[config.mk]
export PLATFORM = sky130hd
export DESIGN_NAME = cruise_speed_pid_controller
export DESIGN_NICKNAME = d
export VERILOG_FILES = /design/src/hdl/cspc_pkg.sv /design/src/hdl/cruise_speed_pid_controller.sv /design/src/hdl/cspc_mul.sv /design/src/hdl/cspc_div.sv
export SDC_FILE = /design/constraint.sdc
export NUM_CORES = 2
export LEC_CHECK = 0
export BUFFER_PORTS_ARGS = -buffer_cell sky130_fd_sc_hd__buf_2
export CORE_MARGIN = 2
export CORE_UTILIZATION = 35
export CTS_CLUSTER_DIAMETER = 200
export DETAILED_ROUTE_END_ITERATION = 16
export PLACE_DENSITY = 0.6
export SYNTH_ARGS = -nofsm -noshare
export SYNTH_HDL_FRONTEND = slang
export SYNTH_HIERARCHICAL = 1
export SYNTH_SLANG_ARGS = --single-unit
[constraint.sdc]
create_clock -name clk -period 19.8 [get_ports clk]
set_clock_uncertainty 0.2 [all_clocks]
set_input_delay 3.96 -clock clk [delete_from_list [all_inputs] [get_ports clk]]
set_output_delay 3.96 -clock clk [all_outputs]
set_load 0.01 [all_outputs]
[src/hdl/cspc_pkg.sv]
// ----------------------------------------------------------------------------
// cspc_pkg: shared types and constants of the cruise speed controller
// Field widths, command and status codes, register indexes, sequencer states.
// ----------------------------------------------------------------------------
package cspc_pkg;

	// field and datapath widths
	localparam int GAIN_W     = 32;
	localparam int RPM_W      = 14;
	localparam int PERIOD_W   = 16;
	localparam int STEP_W     = 17;
	localparam int TIME_W     = 32;
	localparam int SPEED_W    = 8;
	localparam int PEDAL_W    = 18;
	localparam int Q_W        = 17;
	localparam int ERR_W      = 9;
	localparam int DIFF_W     = 10;
	localparam int INTEG_W    = 48;
	localparam int DERIV_W    = 26;
	localparam int QUO_W      = 25;
	localparam int MUL_A_W    = 48;
	localparam int MUL_B_W    = 32;
	localparam int PROD_W     = MUL_A_W + MUL_B_W;
	localparam int ACC_W      = 64;
	localparam int MODE_W     = 3;
	localparam int STATUS_W   = 2;
	localparam int CFG_IDX_W  = 3;
	localparam int CFG_DATA_W = 32;
	localparam int IN_DATA_W  = 80;
	localparam int OUT_DATA_W = 32;

	// fixed-point constants
	localparam logic [Q_W-1:0]     Q_ONE        = 17'd65536;
	localparam logic [Q_W-1:0]     PEDAL_THRESH = 17'd655;
	localparam logic [ACC_W-2:0]   SAT_MAG      = 63'h4000_0000_0000_0000;

	// register reset values
	localparam logic [GAIN_W-1:0]   GAIN_P_RST    = 32'd6554;
	localparam logic [GAIN_W-1:0]   GAIN_I_RST    = 32'd7;
	localparam logic [GAIN_W-1:0]   GAIN_D_RST    = 32'd0;
	localparam logic [RPM_W-1:0]    RPM_LIMIT_RST = 14'd6000;
	localparam logic [PERIOD_W-1:0] PERIOD_RST    = 16'd100;
	localparam logic [STEP_W-1:0]   STEP_RST      = 17'd655;

	typedef enum logic [MODE_W-1:0] {
		MODE_TICK     = 3'd0,
		MODE_ENABLE   = 3'd1,
		MODE_DISABLE  = 3'd2,
		MODE_REENABLE = 3'd3,
		MODE_INC      = 3'd4,
		MODE_DEC      = 3'd5
	} mode_t;

	typedef enum logic [STATUS_W-1:0] {
		STAT_NONE  = 2'd0,
		STAT_SPEED = 2'd1,
		STAT_PEDAL = 2'd2
	} status_t;

	typedef enum logic [CFG_IDX_W-1:0] {
		REG_GAIN_P    = 3'd0,
		REG_GAIN_I    = 3'd1,
		REG_GAIN_D    = 3'd2,
		REG_RPM_LIMIT = 3'd3,
		REG_PERIOD    = 3'd4,
		REG_STEP      = 3'd5
	} reg_idx_t;

	typedef enum logic [2:0] {
		ST_IDLE,
		ST_INTEG,
		ST_DERIV,
		ST_PTERM,
		ST_ITERM,
		ST_DTERM,
		ST_DONE
	} state_t;

endpackage

[src/hdl/cruise_speed_pid_controller.sv]
// Commands other than a PID tick give their result in the cycle after acceptance.
// A tick that runs the PID makes four passes through the shared shift-add
// multiplier, one through the serial divider (skipped when no time has elapsed)
// and a closing state.
// Throughput: one command at a time; s_tready stays low while the PID runs and
// while a result waits in the output register.
// Reset: arst_n clears all controller state and loads the register defaults.
// ----------------------------------------------------------------------------
// cruise_speed_pid_controller: cruise control command processor
// Applies disable rules, pedal sampling, target/pedal steps and a Q16 PID
// with clamping and anti-windup, sequenced over a shared multiplier.
// ----------------------------------------------------------------------------
module cruise_speed_pid_controller (
	input  logic                                 clk,
	input  logic                                 arst_n,
	input  logic                                 s_tvalid,
	output logic                                 s_tready,
	// now_ms[31:0] speed[39:32] rpm[53:40] braking[54] car_link[55]
	// pedal_link[56] pedal_position[74:57]
	input  logic [cspc_pkg::IN_DATA_W-1:0]       s_tdata,
	// mode[2:0]
	input  logic [cspc_pkg::MODE_W-1:0]          s_tuser,
	output logic                                 m_tvalid,
	input  logic                                 m_tready,
	// pedal_write[0] virtual_pedal[17:1] is_enabled[18] is_speed_mode[19]
	// target_speed[27:20] status[29:28]
	output logic [cspc_pkg::OUT_DATA_W-1:0]      m_tdata,
	input  logic                                 cfg_wr_en,
	input  logic [cspc_pkg::CFG_IDX_W-1:0]       cfg_index,
	input  logic [cspc_pkg::CFG_DATA_W-1:0]      cfg_wdata
);

	localparam int QW = cspc_pkg::Q_W;

	// configuration registers
	logic signed [cspc_pkg::GAIN_W-1:0] gain_p_q, gain_i_q, gain_d_q;
	logic [cspc_pkg::RPM_W-1:0]         rpm_limit_q;
	logic [cspc_pkg::PERIOD_W-1:0]      period_q;
	logic [cspc_pkg::STEP_W-1:0]        step_q;

	// controller state
	logic                               engaged_q, need_sample_q, speed_mode_q, link_seen_q;
	logic [cspc_pkg::SPEED_W-1:0]       target_q, saved_target_q;
	logic [QW-1:0]                      control_q, control_base_q;
	logic signed [cspc_pkg::ERR_W-1:0]  prev_error_q;
	logic signed [cspc_pkg::INTEG_W-1:0] prev_integral_q;
	logic [cspc_pkg::TIME_W-1:0]        last_time_q;

	// PID work registers
	logic signed [cspc_pkg::ERR_W-1:0]   err_q;
	logic signed [cspc_pkg::DIFF_W-1:0]  diff_q;
	logic [cspc_pkg::TIME_W-1:0]         dt_q;
	logic signed [cspc_pkg::PEDAL_W-1:0] pedal_q;
	logic signed [cspc_pkg::INTEG_W-1:0] integ_q;
	logic signed [cspc_pkg::DERIV_W-1:0] deriv_q;
	logic signed [cspc_pkg::ACC_W-1:0]   acc_q;

	cspc_pkg::state_t state_q, state_d;
	logic             launch_q;

	logic                              m_tvalid_q;
	logic [cspc_pkg::OUT_DATA_W-1:0]   m_tdata_q;

	// input fields
	logic [cspc_pkg::TIME_W-1:0]         in_now;
	logic [cspc_pkg::SPEED_W-1:0]        in_speed;
	logic [cspc_pkg::RPM_W-1:0]          in_rpm;
	logic                                in_brk, in_link, in_plink;
	logic signed [cspc_pkg::PEDAL_W-1:0] in_pedal;
	logic                                accept;

	assign in_now   = s_tdata[31:0];
	assign in_speed = s_tdata[39:32];
	assign in_rpm   = s_tdata[53:40];
	assign in_brk   = s_tdata[54];
	assign in_link  = s_tdata[55];
	assign in_plink = s_tdata[56];
	assign in_pedal = s_tdata[74:57];

	assign s_tready = (state_q == cspc_pkg::ST_IDLE) && !m_tvalid_q;
	assign accept   = s_tvalid && s_tready;

	// ------------------------------------------------------------------
	// command decode: next state of the controller for one request
	// ------------------------------------------------------------------
	logic                          nx_engaged, nx_need, nx_sm, nx_link_seen;
	logic [cspc_pkg::SPEED_W-1:0]  nx_target, nx_saved;
	logic [QW-1:0]                 nx_control, nx_base;
	logic                          nx_clear_pid;
	logic [cspc_pkg::TIME_W-1:0]   nx_last_time;
	logic                          pid_go;
	logic                          res_wr;
	logic [QW-1:0]                 res_vp;
	cspc_pkg::status_t             res_status;
	logic [cspc_pkg::TIME_W-1:0]   dt_in;
	logic [QW:0]                   up_sum;

	assign dt_in  = in_now - last_time_q;
	assign up_sum = {1'b0, control_q} + {1'b0, step_q};

	always_comb begin
		nx_engaged   = engaged_q;
		nx_need      = need_sample_q;
		nx_sm        = speed_mode_q;
		nx_link_seen = link_seen_q;
		nx_target    = target_q;
		nx_saved     = saved_target_q;
		nx_control   = control_q;
		nx_base      = control_base_q;
		nx_clear_pid = 1'b0;
		nx_last_time = last_time_q;
		pid_go       = 1'b0;
		res_wr       = 1'b0;
		res_vp       = '0;
		res_status   = cspc_pkg::STAT_NONE;
		case (cspc_pkg::mode_t'(s_tuser))
			cspc_pkg::MODE_TICK: begin
				// disable rules
				if (!in_plink || (in_link ? (in_brk || in_rpm > rpm_limit_q) : link_seen_q)) begin
					if (engaged_q)
						nx_saved = target_q;
					nx_engaged = 1'b0;
					nx_target  = '0;
					nx_sm      = 1'b0;
				end
				nx_link_seen = in_link;
				// one pedal sample after enable
				if (nx_engaged && need_sample_q) begin
					nx_need = 1'b0;
					if (in_pedal[cspc_pkg::PEDAL_W-1]) begin
						nx_saved   = nx_target;
						nx_engaged = 1'b0;
						nx_target  = '0;
						nx_sm      = 1'b0;
						nx_control = '0;
					end else if (in_pedal[QW-1:0] > cspc_pkg::Q_ONE) begin
						nx_control = cspc_pkg::Q_ONE;
					end else begin
						nx_control = in_pedal[QW-1:0];
					end
					nx_base = nx_control;
				end
				if (!nx_engaged) begin
					nx_clear_pid = 1'b1;
					nx_last_time = '0;
				end else if (nx_sm && dt_in >= {16'd0, period_q}) begin
					pid_go       = 1'b1;
					nx_last_time = in_now;
				end
			end
			cspc_pkg::MODE_ENABLE, cspc_pkg::MODE_REENABLE: begin
				nx_engaged = 1'b1;
				nx_need    = 1'b1;
				nx_sm      = in_link;
				nx_target  = (cspc_pkg::mode_t'(s_tuser) == cspc_pkg::MODE_REENABLE)
					? saved_target_q : in_speed;
				res_status = in_link ? cspc_pkg::STAT_SPEED : cspc_pkg::STAT_PEDAL;
			end
			cspc_pkg::MODE_DISABLE: begin
				if (engaged_q)
					nx_saved = target_q;
				nx_engaged = 1'b0;
				nx_target  = '0;
				nx_sm      = 1'b0;
			end
			cspc_pkg::MODE_INC: begin
				if (speed_mode_q) begin
					if (target_q != '1)
						nx_target = target_q + 1'b1;
				end else begin
					nx_control = (up_sum > {1'b0, cspc_pkg::Q_ONE}) ? cspc_pkg::Q_ONE
						: up_sum[QW-1:0];
					res_wr = 1'b1;
					res_vp = nx_control;
				end
			end
			cspc_pkg::MODE_DEC: begin
				if (speed_mode_q) begin
					nx_target = (target_q <= 8'd1) ? '0 : target_q - 1'b1;
				end else begin
					nx_control = (control_q < step_q) ? '0 : control_q - step_q;
					res_wr = 1'b1;
					res_vp = nx_control;
				end
			end
			default: begin
			end
		endcase
	end

	// ------------------------------------------------------------------
	// shared arithmetic units
	// ------------------------------------------------------------------
	logic                          mul_start, mul_done, div_start, div_done;
	logic [cspc_pkg::MUL_A_W-1:0]  mul_a;
	logic [cspc_pkg::MUL_B_W-1:0]  mul_b;
	logic [cspc_pkg::PROD_W-1:0]   mul_p;
	logic [cspc_pkg::QUO_W-1:0]    div_q;
	logic [cspc_pkg::QUO_W-1:0]    div_n;

	cspc_mul u_mul (
		.clk    (clk),
		.arst_n (arst_n),
		.start  (mul_start),
		.a      (mul_a),
		.b      (mul_b),
		.p      (mul_p),
		.done   (mul_done)
	);

	cspc_div u_div (
		.clk    (clk),
		.arst_n (arst_n),
		.start  (div_start),
		.n      (div_n),
		.d      (dt_q),
		.q      (div_q),
		.done   (div_done)
	);

	// operand magnitudes
	logic [cspc_pkg::ERR_W-1:0]    err_mag;
	logic [cspc_pkg::DIFF_W-1:0]   diff_mag;
	logic [cspc_pkg::INTEG_W-1:0]  integ_mag;
	logic [cspc_pkg::DERIV_W-1:0]  deriv_mag;

	assign err_mag   = err_q[cspc_pkg::ERR_W-1] ? -err_q : err_q;
	assign diff_mag  = diff_q[cspc_pkg::DIFF_W-1] ? -diff_q : diff_q;
	assign integ_mag = integ_q[cspc_pkg::INTEG_W-1] ? -integ_q : integ_q;
	assign deriv_mag = deriv_q[cspc_pkg::DERIV_W-1] ? -deriv_q : deriv_q;
	assign div_n     = {diff_mag[8:0], 16'd0};

	function automatic logic [cspc_pkg::GAIN_W-1:0] gmag(
		input logic signed [cspc_pkg::GAIN_W-1:0] g);
		gmag = g[cspc_pkg::GAIN_W-1] ? -g : g;
	endfunction

	// ------------------------------------------------------------------
	// sequencer: next state
	// ------------------------------------------------------------------
	always_comb begin
		state_d = state_q;
		case (state_q)
			cspc_pkg::ST_IDLE:  if (accept && pid_go) state_d = cspc_pkg::ST_INTEG;
			cspc_pkg::ST_INTEG: if (mul_done)
				state_d = (dt_q != '0) ? cspc_pkg::ST_DERIV : cspc_pkg::ST_PTERM;
			cspc_pkg::ST_DERIV: if (div_done) state_d = cspc_pkg::ST_PTERM;
			cspc_pkg::ST_PTERM: if (mul_done) state_d = cspc_pkg::ST_ITERM;
			cspc_pkg::ST_ITERM: if (mul_done) state_d = cspc_pkg::ST_DTERM;
			cspc_pkg::ST_DTERM: if (mul_done) state_d = cspc_pkg::ST_DONE;
			cspc_pkg::ST_DONE:  state_d = cspc_pkg::ST_IDLE;
			default:            state_d = cspc_pkg::ST_IDLE;
		endcase
	end

	// ------------------------------------------------------------------
	// sequencer: unit operands and start pulses
	// ------------------------------------------------------------------
	logic term_neg;

	always_comb begin
		mul_start = 1'b0;
		div_start = 1'b0;
		mul_a     = '0;
		mul_b     = '0;
		term_neg  = 1'b0;
		case (state_q)
			cspc_pkg::ST_INTEG: begin
				mul_start = launch_q;
				mul_a     = {39'd0, err_mag};
				mul_b     = dt_q;
				term_neg  = err_q[cspc_pkg::ERR_W-1];
			end
			cspc_pkg::ST_DERIV: begin
				div_start = launch_q;
			end
			cspc_pkg::ST_PTERM: begin
				mul_start = launch_q;
				mul_a     = {39'd0, err_mag};
				mul_b     = gmag(gain_p_q);
				term_neg  = gain_p_q[cspc_pkg::GAIN_W-1] ^ err_q[cspc_pkg::ERR_W-1];
			end
			cspc_pkg::ST_ITERM: begin
				mul_start = launch_q;
				mul_a     = integ_mag;
				mul_b     = gmag(gain_i_q);
				term_neg  = gain_i_q[cspc_pkg::GAIN_W-1] ^ integ_q[cspc_pkg::INTEG_W-1];
			end
			cspc_pkg::ST_DTERM: begin
				mul_start = launch_q;
				mul_a     = {22'd0, deriv_mag};
				mul_b     = gmag(gain_d_q);
				term_neg  = gain_d_q[cspc_pkg::GAIN_W-1] ^ deriv_q[cspc_pkg::DERIV_W-1];
			end
			default: begin
			end
		endcase
	end

	// ------------------------------------------------------------------
	// term shaping: saturate the product, apply sign, accumulate
	// ------------------------------------------------------------------
	logic [cspc_pkg::PROD_W-1:0]       prod_sh;
	logic [cspc_pkg::ACC_W-2:0]        term_mag;
	logic signed [cspc_pkg::ACC_W-1:0] term;
	logic signed [cspc_pkg::ACC_W-1:0] acc_in;
	logic signed [cspc_pkg::ACC_W:0]   acc_sum;
	logic signed [cspc_pkg::ACC_W-1:0] acc_sat;
	logic signed [cspc_pkg::INTEG_W:0] integ_sum;
	logic signed [cspc_pkg::INTEG_W-1:0] integ_sat;

	always_comb begin
		prod_sh  = (state_q == cspc_pkg::ST_DTERM) ? (mul_p >> 16) : mul_p;
		term_mag = (prod_sh > {17'd0, cspc_pkg::SAT_MAG}) ? cspc_pkg::SAT_MAG
			: prod_sh[cspc_pkg::ACC_W-2:0];
		term     = term_neg ? -$signed({1'b0, term_mag}) : $signed({1'b0, term_mag});
		acc_in   = (state_q == cspc_pkg::ST_PTERM)
			? $signed({47'd0, control_base_q}) : acc_q;
		acc_sum  = {acc_in[cspc_pkg::ACC_W-1], acc_in} + {term[cspc_pkg::ACC_W-1], term};
		if (acc_sum > $signed({2'b00, cspc_pkg::SAT_MAG}))
			acc_sat = $signed({1'b0, cspc_pkg::SAT_MAG});
		else if (acc_sum < -$signed({2'b00, cspc_pkg::SAT_MAG}))
			acc_sat = -$signed({1'b0, cspc_pkg::SAT_MAG});
		else
			acc_sat = acc_sum[cspc_pkg::ACC_W-1:0];
		// integral sum with 48-bit saturation
		integ_sum = {prev_integral_q[cspc_pkg::INTEG_W-1], prev_integral_q}
			+ term[cspc_pkg::INTEG_W:0];
		if (integ_sum[cspc_pkg::INTEG_W] != integ_sum[cspc_pkg::INTEG_W-1])
			integ_sat = integ_sum[cspc_pkg::INTEG_W]
				? {1'b1, {(cspc_pkg::INTEG_W-1){1'b0}}}
				: {1'b0, {(cspc_pkg::INTEG_W-1){1'b1}}};
		else
			integ_sat = integ_sum[cspc_pkg::INTEG_W-1:0];
	end

	// ------------------------------------------------------------------
	// final clamp and pedal override
	// ------------------------------------------------------------------
	logic [QW-1:0]      pid_out;
	logic               pid_clamped;
	logic [QW+1:0]      ovr_sum;
	logic [QW-1:0]      ovr_vp;
	logic               override;

	always_comb begin
		pid_clamped = 1'b1;
		if (acc_q >= $signed({47'd0, cspc_pkg::Q_ONE}))
			pid_out = cspc_pkg::Q_ONE;
		else if (acc_q <= 0)
			pid_out = '0;
		else begin
			pid_out     = acc_q[QW-1:0];
			pid_clamped = 1'b0;
		end
		override = !pedal_q[cspc_pkg::PEDAL_W-1]
			&& (pedal_q[QW-1:0] > cspc_pkg::PEDAL_THRESH);
		ovr_sum  = {2'b00, control_q} + {1'b0, pedal_q[QW:0]};
		ovr_vp   = (ovr_sum > {2'b00, cspc_pkg::Q_ONE}) ? cspc_pkg::Q_ONE : ovr_sum[QW-1:0];
	end

	// ------------------------------------------------------------------
	// sequencer state
	// ------------------------------------------------------------------
	always_ff @(posedge clk or negedge arst_n) begin
		if (!arst_n) begin
			state_q  <= cspc_pkg::ST_IDLE;
			launch_q <= 1'b0;
		end else begin
			state_q  <= state_d;
			launch_q <= (state_d != state_q);
		end
	end

	// ------------------------------------------------------------------
	// configuration writes
	// ------------------------------------------------------------------
	always_ff @(posedge clk or negedge arst_n) begin
		if (!arst_n) begin
			gain_p_q    <= cspc_pkg::GAIN_P_RST;
			gain_i_q    <= cspc_pkg::GAIN_I_RST;
			gain_d_q    <= cspc_pkg::GAIN_D_RST;
			rpm_limit_q <= cspc_pkg::RPM_LIMIT_RST;
			period_q    <= cspc_pkg::PERIOD_RST;
			step_q      <= cspc_pkg::STEP_RST;
		end else if (cfg_wr_en) begin
			case (cspc_pkg::reg_idx_t'(cfg_index))
				cspc_pkg::REG_GAIN_P:    gain_p_q    <= cfg_wdata;
				cspc_pkg::REG_GAIN_I:    gain_i_q    <= cfg_wdata;
				cspc_pkg::REG_GAIN_D:    gain_d_q    <= cfg_wdata;
				cspc_pkg::REG_RPM_LIMIT: rpm_limit_q <= cfg_wdata[cspc_pkg::RPM_W-1:0];
				cspc_pkg::REG_PERIOD:    period_q    <= cfg_wdata[cspc_pkg::PERIOD_W-1:0];
				cspc_pkg::REG_STEP:      step_q      <= cfg_wdata[cspc_pkg::STEP_W-1:0];
				default: begin
				end
			endcase
		end
	end

	// ------------------------------------------------------------------
	// controller state: commit decoded request, then PID results
	// ------------------------------------------------------------------
	always_ff @(posedge clk or negedge arst_n) begin
		if (!arst_n) begin
			engaged_q       <= 1'b0;
			need_sample_q   <= 1'b0;
			speed_mode_q    <= 1'b0;
			link_seen_q     <= 1'b0;
			target_q        <= '0;
			saved_target_q  <= '0;
			control_q       <= '0;
			control_base_q  <= '0;
			prev_error_q    <= '0;
			prev_integral_q <= '0;
			last_time_q     <= '0;
		end else if (accept) begin
			engaged_q      <= nx_engaged;
			need_sample_q  <= nx_need;
			speed_mode_q   <= nx_sm;
			link_seen_q    <= nx_link_seen;
			target_q       <= nx_target;
			saved_target_q <= nx_saved;
			control_q      <= nx_control;
			control_base_q <= nx_base;
			last_time_q    <= nx_last_time;
			if (nx_clear_pid) begin
				prev_error_q    <= '0;
				prev_integral_q <= '0;
			end
		end else if (state_q == cspc_pkg::ST_DONE) begin
			prev_error_q <= err_q;
			if (!pid_clamped)
				prev_integral_q <= integ_q;
			if (!override)
				control_q <= pid_out;
		end
	end

	// ------------------------------------------------------------------
	// PID work registers
	// ------------------------------------------------------------------
	always_ff @(posedge clk) begin
		if (accept) begin
			err_q   <= $signed({1'b0, nx_target}) - $signed({1'b0, in_speed});
			diff_q  <= $signed({2'b00, nx_target}) - $signed({2'b00, in_speed})
				- {prev_error_q[cspc_pkg::ERR_W-1], prev_error_q};
			dt_q    <= dt_in;
			pedal_q <= in_pedal;
			deriv_q <= '0;
		end
		if (state_q == cspc_pkg::ST_INTEG && mul_done)
			integ_q <= integ_sat;
		if (state_q == cspc_pkg::ST_DERIV && div_done)
			deriv_q <= diff_q[cspc_pkg::DIFF_W-1]
				? -$signed({1'b0, div_q}) : $signed({1'b0, div_q});
		if (mul_done && (state_q == cspc_pkg::ST_PTERM || state_q == cspc_pkg::ST_ITERM
			|| state_q == cspc_pkg::ST_DTERM))
			acc_q <= acc_sat;
	end

	// ------------------------------------------------------------------
	// result register
	// ------------------------------------------------------------------
	always_ff @(posedge clk or negedge arst_n) begin
		if (!arst_n) begin
			m_tvalid_q <= 1'b0;
		end else if ((accept && !pid_go) || state_q == cspc_pkg::ST_DONE) begin
			m_tvalid_q <= 1'b1;
		end else if (m_tready) begin
			m_tvalid_q <= 1'b0;
		end
	end

	always_ff @(posedge clk) begin
		if (accept && !pid_go) begin
			m_tdata_q <= {2'b00, res_status, nx_target, nx_sm, nx_engaged, res_vp, res_wr};
		end else if (state_q == cspc_pkg::ST_DONE) begin
			m_tdata_q <= {2'b00, cspc_pkg::STAT_NONE, target_q, speed_mode_q, engaged_q,
				(override ? ovr_vp : pid_out), 1'b1};
		end
	end

	assign m_tvalid = m_tvalid_q;
	assign m_tdata  = m_tdata_q;

	// ------------------------------------------------------------------
	// checks
	// ------------------------------------------------------------------
	a_busy_no_result: assert property (@(posedge clk) disable iff (!arst_n)
		state_q != cspc_pkg::ST_IDLE |-> !m_tvalid_q)
		else $error("result pending while PID sequence runs");

	a_mul_done_state: assert property (@(posedge clk) disable iff (!arst_n)
		mul_done |-> (state_q == cspc_pkg::ST_INTEG || state_q == cspc_pkg::ST_PTERM
			|| state_q == cspc_pkg::ST_ITERM || state_q == cspc_pkg::ST_DTERM))
		else $error("multiplier finished outside a multiply step");

	a_div_done_state: assert property (@(posedge clk) disable iff (!arst_n)
		div_done |-> state_q == cspc_pkg::ST_DERIV)
		else $error("divider finished outside the derivative step");

	a_mode_needs_engage: assert property (@(posedge clk) disable iff (!arst_n)
		!engaged_q |-> !speed_mode_q)
		else $error("speed mode active while disengaged");

	a_control_range: assert property (@(posedge clk) disable iff (!arst_n)
		$rose(m_tvalid_q) |-> control_q <= cspc_pkg::Q_ONE)
		else $error("pedal control out of range");

endmodule

[src/hdl/cspc_mul.sv]
// ----------------------------------------------------------------------------
// cspc_mul: shift-add magnitude multiplier
// One bit of the B operand per cycle; product held until the next start.
// ----------------------------------------------------------------------------
module cspc_mul (
	input  logic                                clk,
	input  logic                                arst_n,
	input  logic                                start,
	input  logic [cspc_pkg::MUL_A_W-1:0]        a,
	input  logic [cspc_pkg::MUL_B_W-1:0]        b,
	output logic [cspc_pkg::PROD_W-1:0]         p,
	output logic                                done
);

	localparam int CNT_W = $clog2(cspc_pkg::MUL_B_W);
	localparam logic [CNT_W-1:0] LAST = CNT_W'(cspc_pkg::MUL_B_W - 1);

	logic [cspc_pkg::MUL_A_W-1:0] a_q;
	logic [cspc_pkg::PROD_W-1:0]  p_q;
	logic [cspc_pkg::MUL_A_W:0]   sum;
	logic [CNT_W-1:0]             cnt_q;
	logic                         busy_q;
	logic                         done_q;

	// add A into the upper half when the current multiplier bit is set
	assign sum = {1'b0, p_q[cspc_pkg::PROD_W-1:cspc_pkg::MUL_B_W]}
		+ (p_q[0] ? {1'b0, a_q} : '0);

	// sequence control
	always_ff @(posedge clk or negedge arst_n) begin
		if (!arst_n) begin
			cnt_q  <= '0;
			busy_q <= 1'b0;
			done_q <= 1'b0;
		end else if (start) begin
			cnt_q  <= '0;
			busy_q <= 1'b1;
			done_q <= 1'b0;
		end else if (busy_q) begin
			cnt_q <= cnt_q + 1'b1;
			if (cnt_q == LAST) begin
				busy_q <= 1'b0;
				done_q <= 1'b1;
			end
		end else begin
			done_q <= 1'b0;
		end
	end

	// partial product shift
	always_ff @(posedge clk) begin
		if (start) begin
			a_q <= a;
			p_q <= {{cspc_pkg::MUL_A_W{1'b0}}, b};
		end else if (busy_q) begin
			p_q <= {sum, p_q[cspc_pkg::MUL_B_W-1:1]};
		end
	end

	assign p    = p_q;
	assign done = done_q;

endmodule

[src/hdl/cspc_div.sv]
// ----------------------------------------------------------------------------
// cspc_div: restoring magnitude divider
// One quotient bit per cycle; quotient held until the next start.
// ----------------------------------------------------------------------------
module cspc_div (
	input  logic                              clk,
	input  logic                              arst_n,
	input  logic                              start,
	input  logic [cspc_pkg::QUO_W-1:0]        n,
	input  logic [cspc_pkg::TIME_W-1:0]       d,
	output logic [cspc_pkg::QUO_W-1:0]        q,
	output logic                              done
);

	localparam int CNT_W = $clog2(cspc_pkg::QUO_W);
	localparam logic [CNT_W-1:0] LAST = CNT_W'(cspc_pkg::QUO_W - 1);

	logic [cspc_pkg::QUO_W-1:0]  n_q;
	logic [cspc_pkg::TIME_W-1:0] d_q;
	logic [cspc_pkg::TIME_W-1:0] rem_q;
	logic [cspc_pkg::TIME_W:0]   r_sh;
	logic [cspc_pkg::TIME_W:0]   r_sub;
	logic                        ge;
	logic [CNT_W-1:0]            cnt_q;
	logic                        busy_q;
	logic                        done_q;

	// trial subtract of the shifted remainder
	assign r_sh  = {rem_q, n_q[cspc_pkg::QUO_W-1]};
	assign r_sub = r_sh - {1'b0, d_q};
	assign ge    = r_sh >= {1'b0, d_q};

	// sequence control
	always_ff @(posedge clk or negedge arst_n) begin
		if (!arst_n) begin
			cnt_q  <= '0;
			busy_q <= 1'b0;
			done_q <= 1'b0;
		end else if (start) begin
			cnt_q  <= '0;
			busy_q <= 1'b1;
			done_q <= 1'b0;
		end else if (busy_q) begin
			cnt_q <= cnt_q + 1'b1;
			if (cnt_q == LAST) begin
				busy_q <= 1'b0;
				done_q <= 1'b1;
			end
		end else begin
			done_q <= 1'b0;
		end
	end

	// shift dividend out, quotient bits in
	always_ff @(posedge clk) begin
		if (start) begin
			n_q   <= n;
			d_q   <= d;
			rem_q <= '0;
		end else if (busy_q) begin
			rem_q <= ge ? r_sub[cspc_pkg::TIME_W-1:0] : r_sh[cspc_pkg::TIME_W-1:0];
			n_q   <= {n_q[cspc_pkg::QUO_W-2:0], ge};
		end
	end

	assign q    = n_q;
	assign done = done_q;

endmodule
==> run_summary.xml <==
<?xml version="1.0" encoding="UTF-8"?>
<metrics>
  <group name="logic_synthesis">
    <metric name="ys_warn_count" unit="">6</metric>
    <metric name="seq_area_frac_synth" unit="">0.3584</metric>
    <metric name="postSynthRegisterBits" unit="">759</metric>
    <metric name="number_of_enable_type_register_cells_in_the_synthesized_netlist" unit="">374</metric>
    <metric name="synth_top_cell_area_share" unit="">0.1964</metric>
    <metric name="post_synth_num_cell_types" unit="">121</metric>
    <metric name="dominantRegCellSynth" unit="">sky130_fd_sc_hd__edfxtp_1</metric>
    <metric name="syn_area_per_cell" unit="um2">9.047</metric>
    <metric name="synthTopCellsByArea" unit="">sky130_fd_sc_hd__edfxtp_1 (20%), sky130_fd_sc_hd__dfrtp_1 (12%), sky130_fd_sc_hd__ha_1 (6.7%)</metric>
    <metric name="syn-cell-area" unit="um2">57190</metric>
    <metric name="post_synth_inst_count" unit="">6322</metric>
    <metric name="netlist.top_cell.by_area" unit="">sky130_fd_sc_hd__edfxtp_1</metric>
    <metric name="asyncSetResetFlopFracSynth" unit="">0.4018</metric>
  </group>
  <group name="finish">
    <metric name="final-seq-area" unit="um2">20500</metric>
    <metric name="nFillCells" unit="">16350</metric>
    <metric name="postLayoutCellArea" unit="um2">63310</metric>
    <metric name="final-instance-count-excl-fill" unit="">8571</metric>
    <metric name="layout-drive-gt1-share" unit="">0.1142</metric>
    <metric name="multi_input_area" unit="um2">34460</metric>
    <metric name="layout.core_utilization" unit="">0.3894</metric>
    <metric name="areaGrowthSynthToFinish" unit="%">10.70</metric>
    <metric name="final_net_count" unit="">6751</metric>
  </group>
  <group name="sta">
    <metric name="timing.final.hold_violations" unit="">0</metric>
    <metric name="maxClockFrequency" unit="MHz">82.19</metric>
    <metric name="rsz0062_at_grt" unit="">no</metric>
    <metric name="tightest_slew" unit="ps">1263</metric>
    <metric name="finalSetupViolations" unit="">0</metric>
    <metric name="part_of_the_cycle_the_worst_path_needs" unit="">0.6145</metric>
    <metric name="maxSlewHeadroom" unit="">0.1517</metric>
    <metric name="timing.setup.tns" unit="ps">0</metric>
    <metric name="postLayoutSetupSlackWorst" unit="ps">7634</metric>
    <metric name="final-max-slew-violation-count" unit="">0</metric>
    <metric name="final_period_minus_worst_setup_slack" unit="ps">12170</metric>
    <metric name="fin_worst_hold_slack" unit="ps">266.3</metric>
  </group>
  <group name="clock_network">
    <metric name="clock_tree.buffer_depth" unit="">3</metric>
    <metric name="clkLatencyLatePin" unit="ps">750</metric>
    <metric name="ctsHtreeMaxLevel" unit="">3</metric>
    <metric name="cts_sinks" unit="">759</metric>
    <metric name="cts_tree" unit="">done</metric>
    <metric name="cts.hold.buffers_added" unit="">0</metric>
    <metric name="clkSlewWorstSetupHoldPaths" unit="ps">70</metric>
    <metric name="post_cts.resized_instances" unit="">0</metric>
    <metric name="clk_root_buffer_cell" unit="">sky130_fd_sc_hd__clkbuf_16</metric>
    <metric name="tritoncts.num_buffers" unit="">91</metric>
    <metric name="post_cts_buffers" unit="">0</metric>
  </group>
  <group name="setup_path">
    <metric name="critical_path_s_top_delay_family" unit="">compound AO/OA/AOI/OAI gates</metric>
    <metric name="most_common_cell_type_on_the_critical_path" unit="">sky130_fd_sc_hd__buf_4</metric>
    <metric name="arrival" unit="ps">12530</metric>
    <metric name="start_kind" unit="">flip-flop</metric>
    <metric name="critical_path_end_type" unit="">flip-flop</metric>
    <metric name="critical_path.slowest_cell" unit="">sky130_fd_sc_hd__nor2_1</metric>
    <metric name="setup.worst_path.class" unit="">reg2reg</metric>
    <metric name="critPathRequiredTime" unit="ps">20160</metric>
    <metric name="crit_buf_inv" unit="">5</metric>
    <metric name="cp_max_fo" unit="">58</metric>
    <metric name="timing.critical_path.slowest_cell_delay" unit="ps">810</metric>
  </group>
  <group name="flow_run">
    <metric name="max_cap_check_violation_count" unit="">0</metric>
  </group>
  <group name="detailed_routing">
    <metric name="ant_nets" unit="">0</metric>
    <metric name="wirelength" unit="um">188800</metric>
    <metric name="avgViaCountPerCell" unit="">5.741</metric>
    <metric name="post_drt_wl_per_cell" unit="um">22.03</metric>
    <metric name="drt-pass1-iter-count" unit="">8</metric>
    <metric name="dr.first_iter.drc_count" unit="">3992</metric>
    <metric name="drcViolationCount" unit="">0</metric>
    <metric name="vias" unit="">49200</metric>
  </group>
  <group name="place">
    <metric name="dp_slack" unit="ps">8031</metric>
    <metric name="detailed_place.area" unit="um2">60080</metric>
    <metric name="place_hpwl" unit="um">141300</metric>
    <metric name="gp_congestion" unit="">0.9513</metric>
    <metric name="dp.cells" unit="">8395</metric>
    <metric name="io_buffers" unit="">149</metric>
  </group>
  <group name="global_route">
    <metric name="antenna_found_initial" unit="">8</metric>
    <metric name="gr-total-overflow" unit="">0</metric>
    <metric name="number_of_global_route_vias_before_repair" unit="">46800</metric>
    <metric name="largest_net_degree_at_the_start_of_global_routing" unit="">116</metric>
    <metric name="grt_pass1_wl" unit="um">287300</metric>
    <metric name="groute.usage.overall" unit="">0.2187</metric>
  </group>
  <group name="floorplanning">
    <metric name="die_w" unit="um">408.2</metric>
    <metric name="floorplan.io_pins" unit="">157</metric>
    <metric name="initial_core_util" unit="">0.3518</metric>
    <metric name="core_region_area" unit="um2">162600</metric>
    <metric name="die_h" unit="um">408.2</metric>
    <metric name="core.rowCount" unit="">148</metric>
    <metric name="die_area" unit="um2">166700</metric>
  </group>
  <group name="pwr">
    <metric name="p_per_area" unit="nW/um2">64.31</metric>
    <metric name="leakage" unit="nW">25.14</metric>
    <metric name="design_power_total" unit="mW">4.071</metric>
    <metric name="worst_case_vdd_ir_drop" unit="V">0.00006697</metric>
  </group>
  <group name="run_status">
    <metric name="status" unit="">complete, no violations</metric>
  </group>
  <group name="min_path">
    <metric name="hold_class" unit="">reg2reg</metric>
  </group>
</metrics>
-- synthesized netlist by cell type, drive strengths merged (45+ instances only) --
| cell type | n |
|---|---|
| ha | 305 |
| nor2b | 65 |
| maj3 | 70 |
| nand4 | 91 |
| nand2 | 521 |
| or4 | 49 |
| o31ai | 92 |
| dfxtp | 80 |
| o22ai | 56 |
| a22o | 50 |
| inv | 311 |
| mux2 | 221 |
| nand2b | 86 |
| nor3 | 142 |
| or2 | 45 |
| clkbuf | 244 |
| nor2 | 461 |
| a211oi | 66 |
| a21o | 126 |
| o211ai | 52 |
| dfrtp | 279 |
| xnor2 | 229 |
| or3 | 68 |
| a31oi | 62 |
| buf | 84 |
| mux2i | 121 |
| o21a | 46 |
| xor2 | 268 |
| o21ai | 398 |
| a21oi | 359 |
| edfxtp | 374 |
| nand3 | 101 |
| nor4 | 107 |
| and2 | 140 |
-- placed cells by master, fill, tap and decap left out, types with 42 or more instances in the layout --
cell type / netlist / routed
sky130_fd_sc_hd__nor2_1: 459 / 456
sky130_fd_sc_hd__nor3_1: 138 / 135
sky130_fd_sc_hd__o211ai_1: 51 / 51
sky130_fd_sc_hd__maj3_1: 69 / 69
sky130_fd_sc_hd__o21a_1: 46 / 45
sky130_fd_sc_hd__and2_1: 139 / 138
sky130_fd_sc_hd__ha_1: 305 / 305
sky130_fd_sc_hd__xor2_1: 268 / 268
sky130_fd_sc_hd__o31ai_1: 90 / 89
sky130_fd_sc_hd__mux2_2: 219 / 219
sky130_fd_sc_hd__o21ai_0: 381 / 381
sky130_fd_sc_hd__clkbuf_16: 0 / 95
sky130_fd_sc_hd__dfrtp_1: 279 / 278
sky130_fd_sc_hd__a211oi_1: 65 / 65
sky130_fd_sc_hd__a21oi_1: 355 / 354
sky130_fd_sc_hd__dfxtp_1: 80 / 80
sky130_fd_sc_hd__a31oi_1: 62 / 61
sky130_fd_sc_hd__o22ai_1: 55 / 54
sky130_fd_sc_hd__or3_1: 68 / 68
sky130_fd_sc_hd__or4_1: 48 / 48
sky130_fd_sc_hd__o21bai_1: 42 / 42
sky130_fd_sc_hd__edfxtp_1: 374 / 374
sky130_fd_sc_hd__xnor2_1: 229 / 227
sky130_fd_sc_hd__nand2b_1: 86 / 86
sky130_fd_sc_hd__a22o_1: 50 / 50
sky130_fd_sc_hd__a22oi_1: 42 / 42
sky130_fd_sc_hd__buf_4: 4 / 59
sky130_fd_sc_hd__nor4_1: 103 / 103
sky130_fd_sc_hd__a21o_1: 126 / 126
sky130_fd_sc_hd__nand2_1: 520 / 519
sky130_fd_sc_hd__buf_2: 25 / 148
sky130_fd_sc_hd__nor2b_1: 65 / 64
sky130_fd_sc_hd__nand3_1: 100 / 100
sky130_fd_sc_hd__mux2i_1: 121 / 121
sky130_fd_sc_hd__inv_1: 311 / 311
sky130_fd_sc_hd__nand4_1: 91 / 91
-- worst register-to-register path: cells and delay by family, from the launching register on --
kind / cells / cell delay, ps
simple gates: 6 / 2100
flops: 1 / 360
buf+inv: 5 / 2600
compound gates: 16 / 4730
fa+ha+maj: 4 / 1500
xor+xnor: 1 / 500
-- cell type report --
class                           count  share of cell area
Clock buffer                      128             0.04146
Inverter                          314             0.01864
Timing Repair Buffer              209             0.01925
Antenna cell                        4           0.0001581
Tap cell                         2175             0.04298
Sequential cell                   759              0.3238
Multi-Input combinational cell   4938              0.5443
Clock inverter                     44            0.009427
-- cells by family (layout without fill, tap and decap cells) --
group	Yosys count	count (layout)	synth area share
AO/OA/AOI/OAI	1697	1697	0.1979
other	1	22	0.00006557
multiplexers	342	342	0.06469
buffers and inverters	642	695	0.04377
flip-flops	759	759	0.3584
XOR/XNOR	497	497	0.07611
AND/OR/NAND/NOR	1999	1999	0.1766
adder cells (fa/ha/maj)	385	385	0.08249
-- power breakdown --
part | switching, mW | internal (mW)
combinational | 0.267 | 0.200
sequential | 0.0857 | 1.72
clock | 0.753 | 1.04
-- state kept, by name (all words and copies together), names as in the netlist, 26 cells and up --
| signal | count |
|---|---|
| u_mul/p | 80 |
| acc_q | 64 |
| integ_q | 48 |
| prev_integral_q | 48 |
| u_mul/a_q | 48 |
| dt_q | 32 |
| gain_d_q | 32 |
| gain_i_q | 32 |
| gain_p_q | 32 |
| last_time_q | 32 |
| u_div/d_q | 32 |
| u_div/rem_q | 32 |
| m_tdata | 30 |
| deriv_q | 26 |
-- per-layer routing --
| metal | up-vias | share of wire | routed length (um) | GRT usage |
|---|---|---|---|---|
| met5 | - | 0 | 0 | 0 |
| met2 | 1544 | 0.46 | 85930 | 0.3498 |
| met1 | 24100 | 0.45 | 85560 | 0.3007 |
| met3 | 302 | 0.052 | 9771 | 0.02346 |
| li1 | 23260 | - | - | - |
| met4 | 0 | 0.040 | 7585 | 0.08932 |
-- path summary, 6_finish.rpt --
check                           slack, ps  depth (start not counted)                   startpoint                     endpoint
worst max-delay path                 7630                         32         state_q[1]$_DFF_PN0_        integ_q[21]$_DFFE_PP_
worst min-delay path                  270                          2  u_div/rem_q[2]$_SDFFE_PP0P_  u_div/rem_q[2]$_SDFFE_PP0P_
worst max register to register       7630                         32         state_q[1]$_DFF_PN0_        integ_q[21]$_DFFE_PP_
worst min register to register        270                          2  u_div/rem_q[2]$_SDFFE_PP0P_  u_div/rem_q[2]$_SDFFE_PP0P_
max in group asynchronous           14180                          3                       arst_n   u_div/cnt_q[1]$_DFFE_PN0P_
min in group asynchronous            3080                          1                       arst_n  last_time_q[12]$_DFFE_PN0P_
No activity file was read; power rests on OpenSTA's default activity.
